$ cat src/hdl/vqfn_pkg.sv
// ----------------------------------------------------------------------------
// vqfn_pkg
// Shared types, constants and command/status structs for the vertex quantizer.
// ----------------------------------------------------------------------------
package vqfn_pkg;

    localparam int POS_W   = 25;
    localparam int SIZE_W  = 9;
    localparam int LIGHT_W = 17;
    localparam int UNORM_W = 16;
    localparam int TEX_W   = 32;
    localparam int BYTE_W  = 8;
    localparam int DIFF_W  = 26;
    localparam int CROSS_W = 53;
    localparam int MAG_W   = 52;
    localparam int LEN_W   = 106;
    localparam int SLOT_W  = 3;
    localparam int FACE_VERTICES_DEF = 6;

    localparam int CFG_IDX_W = 2;
    localparam logic [CFG_IDX_W-1:0] REG_SIZE_X = 2'd0;
    localparam logic [CFG_IDX_W-1:0] REG_SIZE_Y = 2'd1;
    localparam logic [CFG_IDX_W-1:0] REG_SIZE_Z = 2'd2;

    // s_tdata: pos_x, pos_y, pos_z, tex_u, tex_v, light_red/green/blue
    localparam int S_DATA_W = 192;
    // m_tdata: unorm xyz, u, v, rgb bytes, normal xyz
    localparam int M_DATA_W = 160;

    typedef struct packed {
        logic [UNORM_W-1:0] ux;
        logic [UNORM_W-1:0] uy;
        logic [UNORM_W-1:0] uz;
        logic [TEX_W-1:0]   u;
        logic [TEX_W-1:0]   v;
        logic [BYTE_W-1:0]  r;
        logic [BYTE_W-1:0]  g;
        logic [BYTE_W-1:0]  b;
    } vrec_t;

    // controller -> datapath
    typedef struct packed {
        logic       load;      // capture input vertex
        logic       qstart;    // start position divide
        logic       nstart;    // start normal computation
        logic       set_def;   // force default normal
        logic [1:0] osel;      // 0,1 held vertex, 2 current, 3 store held
    } dp_cmd_t;

    // datapath -> controller
    typedef struct packed {
        logic qdone;
        logic ndone;
    } dp_sts_t;

    localparam logic [1:0] OSEL_H0   = 2'd0;
    localparam logic [1:0] OSEL_H1   = 2'd1;
    localparam logic [1:0] OSEL_CUR  = 2'd2;
    localparam logic [1:0] OSEL_HOLD = 2'd3;

endpackage

$ cat src/hdl/vqfn_ctrl.sv
// ----------------------------------------------------------------------------
// vqfn_ctrl
// Controller: accepts a vertex, sequences quantize, face normal and result
// beats, and tracks the slot within the face.
// ----------------------------------------------------------------------------
module vqfn_ctrl
    import vqfn_pkg::*;
#(
    parameter int FACE_VERTICES = FACE_VERTICES_DEF
)(
    input  logic    aclk,
    input  logic    aresetn,
    input  logic    s_valid,
    input  logic    s_last,
    output logic    s_ready,
    output logic    m_valid,
    output logic    m_last,
    input  logic    m_ready,
    input  dp_sts_t sts,
    output dp_cmd_t cmd,
    output logic    hold_idx
);
    typedef enum logic [6:0] {
        S_IDLE  = 7'b0000001,
        S_QST   = 7'b0000010,
        S_QWAIT = 7'b0000100,
        S_NWAIT = 7'b0001000,
        S_OUT   = 7'b0010000,
        S_HOLD  = 7'b0100000,
        S_DONE  = 7'b1000000
    } st_t;

    st_t st_reg, st_next;
    logic [SLOT_W-1:0] slot_reg, slot_next;
    logic [1:0] osel_reg, osel_next;
    logic last_reg, last_next;

    always_ff @(posedge aclk) begin
        if (!aresetn) begin
            st_reg   <= S_IDLE;
            slot_reg <= '0;
            osel_reg <= OSEL_CUR;
            last_reg <= 1'b0;
        end else begin
            st_reg   <= st_next;
            slot_reg <= slot_next;
            osel_reg <= osel_next;
            last_reg <= last_next;
        end
    end

    assign s_ready  = st_reg == S_IDLE;
    assign m_valid  = st_reg == S_OUT;
    assign m_last   = last_reg && osel_reg == OSEL_CUR;
    assign hold_idx = slot_reg[0];

    always_comb begin
        st_next   = st_reg;
        slot_next = slot_reg;
        osel_next = osel_reg;
        last_next = last_reg;
        cmd       = '{load: 1'b0, qstart: 1'b0, nstart: 1'b0, set_def: 1'b0, osel: osel_reg};
        unique case (st_reg)
            S_IDLE: if (s_valid) begin
                cmd.load  = 1'b1;
                last_next = s_last;
                st_next   = S_QST;
            end
            S_QST: begin
                cmd.qstart = 1'b1;
                st_next    = S_QWAIT;
            end
            S_QWAIT: if (sts.qdone) begin
                if (slot_reg < SLOT_W'(2)) begin
                    if (last_reg) begin
                        cmd.set_def = 1'b1;
                        osel_next   = (slot_reg == '0) ? OSEL_CUR : OSEL_H0;
                        st_next     = S_OUT;
                    end else begin
                        st_next = S_HOLD;
                    end
                end else if (slot_reg == SLOT_W'(2)) begin
                    cmd.nstart = 1'b1;
                    osel_next  = OSEL_H0;
                    st_next    = S_NWAIT;
                end else begin
                    osel_next = OSEL_CUR;
                    st_next   = S_OUT;
                end
            end
            S_HOLD: begin
                cmd.osel  = OSEL_HOLD;
                slot_next = slot_reg + SLOT_W'(1);
                st_next   = S_IDLE;
            end
            S_NWAIT: if (sts.ndone) st_next = S_OUT;
            S_OUT: if (m_ready) begin
                if (osel_reg == OSEL_CUR) st_next = S_DONE;
                else if (osel_reg == OSEL_H0 && slot_reg != SLOT_W'(1)) osel_next = OSEL_H1;
                else osel_next = OSEL_CUR;
            end
            S_DONE: begin
                if (last_reg || slot_reg >= SLOT_W'(FACE_VERTICES - 1) ||
                    slot_reg < SLOT_W'(2))
                    slot_next = '0;
                else
                    slot_next = slot_reg + SLOT_W'(1);
                st_next = S_IDLE;
            end
            default: st_next = S_IDLE;
        endcase
    end
endmodule

$ cat config.mk
export PLATFORM = sky130hd
export DESIGN_NAME = vqfn_ctrl
export DESIGN_NICKNAME = d
export VERILOG_FILES = /design/src/hdl/vqfn_pkg.sv /design/src/hdl/vqfn_ctrl.sv
export SDC_FILE = /design/constraint.sdc
export NUM_CORES = 1
export LEC_CHECK = 0
export BUFFER_PORTS_ARGS = -buffer_cell sky130_fd_sc_hd__buf_2
export CAP_MARGIN = 20
export CORE_ASPECT_RATIO = 1.1
export CORE_MARGIN = 3
export CORE_UTILIZATION = 30
export CTS_BUF_LIST = sky130_fd_sc_hd__clkbuf_16
export DETAILED_ROUTE_END_ITERATION = 12
export PLACE_DENSITY_LB_ADDON = 0.2
export SETUP_SLACK_MARGIN = 0.2
export SLEW_MARGIN = 10
export SYNTH_ARGS = -nofsm -noshare
export SYNTH_HDL_FRONTEND = slang
export SYNTH_SLANG_ARGS = --single-unit
$ cat constraint.sdc
create_clock -name aclk -period 6.3 [get_ports aclk]
set_clock_uncertainty 0.2 [all_clocks]
set_input_delay 0.63 -clock aclk [delete_from_list [all_inputs] [get_ports aclk]]
set_output_delay 0.63 -clock aclk [all_outputs]
set_load 0.005 [all_outputs]
==> key figures <==
Outcome
  – Status: finished, final reports clean

STA
  – Fin crit share: 45.4%
  – Setup TNS: 0 ns
  – Max-slew headroom: 73.0%
  – Setup violators final: 0
  – Worst Max-Slew Pin Slew: 0.401 ns
  – Final min period: about 2.9 ns
  – Pins Over Slew Limit: 0
  – Final Hold Vio Count: 0
  – Fmax achieved: 350 MHz
  – RSZ-0062 raised after global routing: no

Finish
  – Cell area after layout: 1090 um^2
  – Share of post-route cells with drive strength above 1: a little under a quarter
  – Nets: 140
  – Layout area overhead: 18.3%
  – Antenna diodes: 0
  – Max reg flops: 7

Place
  – GP Congestion: between 0.8 and 0.9
  – Port Buf Inserts: 16
  – Dpl cell area: 1010 um^2
  – Post-DP HPWL: ~1600 um

Logic synthesis
  – Yosys reg bits: 13
  – Number of synthesized flops with an enable pin: 0
  – Seq/Total Area, Yosys: 28.2%
  – Asr flop ratio synth: 0%
  – Yosys warns: 0
  – Syn Inst Count: 114
  – Mapped Nets: 125
  – Mapped cell area: 922 um^2
  – Library cells used by synthesis: 40
  – Mean post-synth cell area: 8.09 um^2
  – Most common flop cell mapped by yosys: dfxtp_1

Clock network
  – Clock buffer depth: 2
  – Post-CTS Hold Fix Bufs: 0
  – Resized Gates After CTS: 0
  – # Post-CTS Setup Buffers: 0
  – Later-pin clock latency in the skew report: 0.24 ns
  – Total CTS buffers: 3
  – Root buffer cell: clkbuf_16
  – CTS tree: yes
  – H-tree depth: 1
  – CTS sink count: 13
  – Clock transition at path regs: 0.04 ns

Critical path
  – Critical path launch point type: flip-flop
  – Worst EP arrival: 2.03 ns
  – Crit path largest cell delay: between 0.5 and 0.6 ns
  – Critical Path Stages: 5
  – Worst Setup End Kind: primary output
  – Required time worst endpoint: 5.47 ns
  – Worst Path Buf+Inv: 1
  – WS Path Type: flip-flop to primary output
  – Slowest CP cell: or4_4
  – Critical-path cell list: or4_4 -> nor4_1 -> nand2_1 -> nor3b_1 -> buf_2
  – CP top delay family: simple AND/OR/NAND/NOR gates
  – R2R depth: 7
  – CP Max Fanout: 5

Floorplanning
  – Area of the die: 3780 um^2
  – Number of core rows: 20
  – Die Height: 64.1 um
  – Core ar.: ~2900 um^2
  – Die W: 58.9 um
  – Initial Utilization: between 30 and 40%
  – I/O Pins: 17

Power
  – Clock share of power: 44.3%
  – Switching share of power: 26.1%
  – Combinational Power Share: 19.8%
  – Sequential Power Share: between 30% and 40%
  – Int Pwr: just under 200 uW
  – PD cells: 242 nW/um^2
  – Peak supply drop: 0.133 mV
  – Net Switching: about 70 uW
  – Cell leakage power: about 0.44 nW

Detailed routing
  – Residual DRC: 0
  – Antenna-violating nets left: 0
  – Initial DRC Count: 8
  – Vias per inst: around 5.1
  – Vias post-DR: around 800
  – Wire per inst: approximately 13 um
  – First-pass iteration count of the detailed router: 4
  – DRT Wirelength: 2090 um

GRT
  – Largest net degree at the start of global routing: 14
  – Total grt overflow: 0
  – Initial antenna violation count: 0
  – Global-route wire length before repair: 3550 um
  – Total GRT Usage: between 10% and 20%
  – Vias in the first global route: ~750

Worst hold path
  – Hold crit path type: flip-flop to flip-flop
  – WHS Path Cells: 2

Run
  – Max Cap Viol: 0
power by group through the flow:
| stage | registers [mW] | logic, mW | clock network [mW] |
|---|---|---|---|
| final | 0.0947 | 0.0522 | 0.117 |
| after floorplan | 0.0919 | 0.0406 | 0 |
| after global routing | 0.0951 | 0.0588 | 0.126 |
| after detailed placement | 0.0955 | 0.0523 | 0 |
| after CTS | 0.0941 | 0.0528 | 0.120 |
| after global placement | 0.0955 | 0.0522 | 0 |
area by class of cell:
type	instances	area, um^2
clock buffers	3	75.1
clock inverters	1	3.75
fillers	321	1760
inverters	7	26.3
multi-input cells	88	604
flip-flops and latches	13	260
well taps	33	41.3
repair buffers	16	80.1
path summary, 6_finish.rpt:
check,startpoint,slack (ns),end
setup / recovery,st_reg[5],3.44,cmd[2]
setup reg to reg,slot_reg[1],3.92,slot_reg[1]
hold reg to reg,osel_reg[1],0.33,osel_reg[1]
hold / removal,osel_reg[1],0.33,osel_reg[1]
cell usage after synthesis (all sizes together) (2+ instances only):
library cell | instances | area, um^2
dfxtp | 13 | 260
nand2 | 9 | 33.8
inv | 7 | 26.3
nand3 | 7 | 35.0
nor2 | 7 | 26.3
nor2b | 6 | 37.5
o21ai | 6 | 30.0
and2 | 5 | 31.3
a21oi | 4 | 20.0
clkbuf | 4 | 15.0
ha | 4 | 50.1
mux2i | 3 | 30.0
nor3 | 3 | 20.0
nor3b | 3 | 22.5
or3b | 3 | 26.3
a21boi | 2 | 15.0
buf | 2 | 16.3
nand2b | 2 | 12.5
nor4b | 2 | 17.5
o211ai | 2 | 15.0
or3 | 2 | 12.5
xor2 | 2 | 17.5
worst register-to-register path: cells and delay by family, from the launching register on:
kind                     cells  cell delay, ns
AO/OA/AOI/OAI                3            0.53
adder cells (fa/ha/maj)      1            0.22
buffers and inverters        1            0.12
AND/OR/NAND/NOR              2            0.70
flip-flops                   1            0.55
layer usage:
layer  up-vias  track usage (%)  part of all wire (%)
li1        435                -                     -
met1       366             16.5                    46
met2        18             18.9                    46
met3         4             2.63                   5.9
met4         0             6.80                   1.9
met5         -                0                     0
metrics by stage:
| step | setup slack (ns) | util (%) | hold WS (ns) | cells | total power, mW |
|---|---|---|---|---|---|
| final | 3.44 | 38.2 | 0.329 | 161 | 0.264 |
| after global routing | 3.24 | 38.2 | 0.394 | 161 | 0.280 |
| after CTS | 3.41 | 38.2 | 0.332 | 161 | 0.267 |
| after detailed placement | 3.70 | 35.5 | 0.316 | 157 | 0.148 |
| after global placement | 3.73 | 35.5 | 0.334 | 157 | 0.148 |
| after floorplan | 3.91 | - | 0.278 | 114 | 0.133 |
kinds of logic after synthesis:
| logic type | after synthesis | synth area share, % |
|---|---|---|
| AND/OR/NAND/NOR | 56 | 35.4 |
| AO/OA/AOI/OAI | 21 | 17.4 |
| buffers and inverters | 13 | 6.24 |
| flip-flops | 13 | 28.2 |
| multiplexers | 4 | 4.48 |
| adder cells (fa/ha/maj) | 4 | 5.43 |
| XOR/XNOR | 3 | 2.85 |
placed cells by master, fill, tap and decap left out, types with 2 or more instances in the layout:
master and count:
nand2b_1 2, nor3b_1 3, dfxtp_1 13, nor2_1 7, a21oi_1 4, or3_1 2, ha_1 4, inv_1 8
nor4b_1 2, nand3_1 7, o211ai_1 2, and2_1 5, mux2i_1 3, nand2_1 9, nor3_1 2, buf_2 16
xor2_1 2, o21ai_0 6, clkbuf_16 3, or3b_2 3, nor2b_1 6, a21boi_0 2
Note: power is estimated with default switching activity, not from simulation.
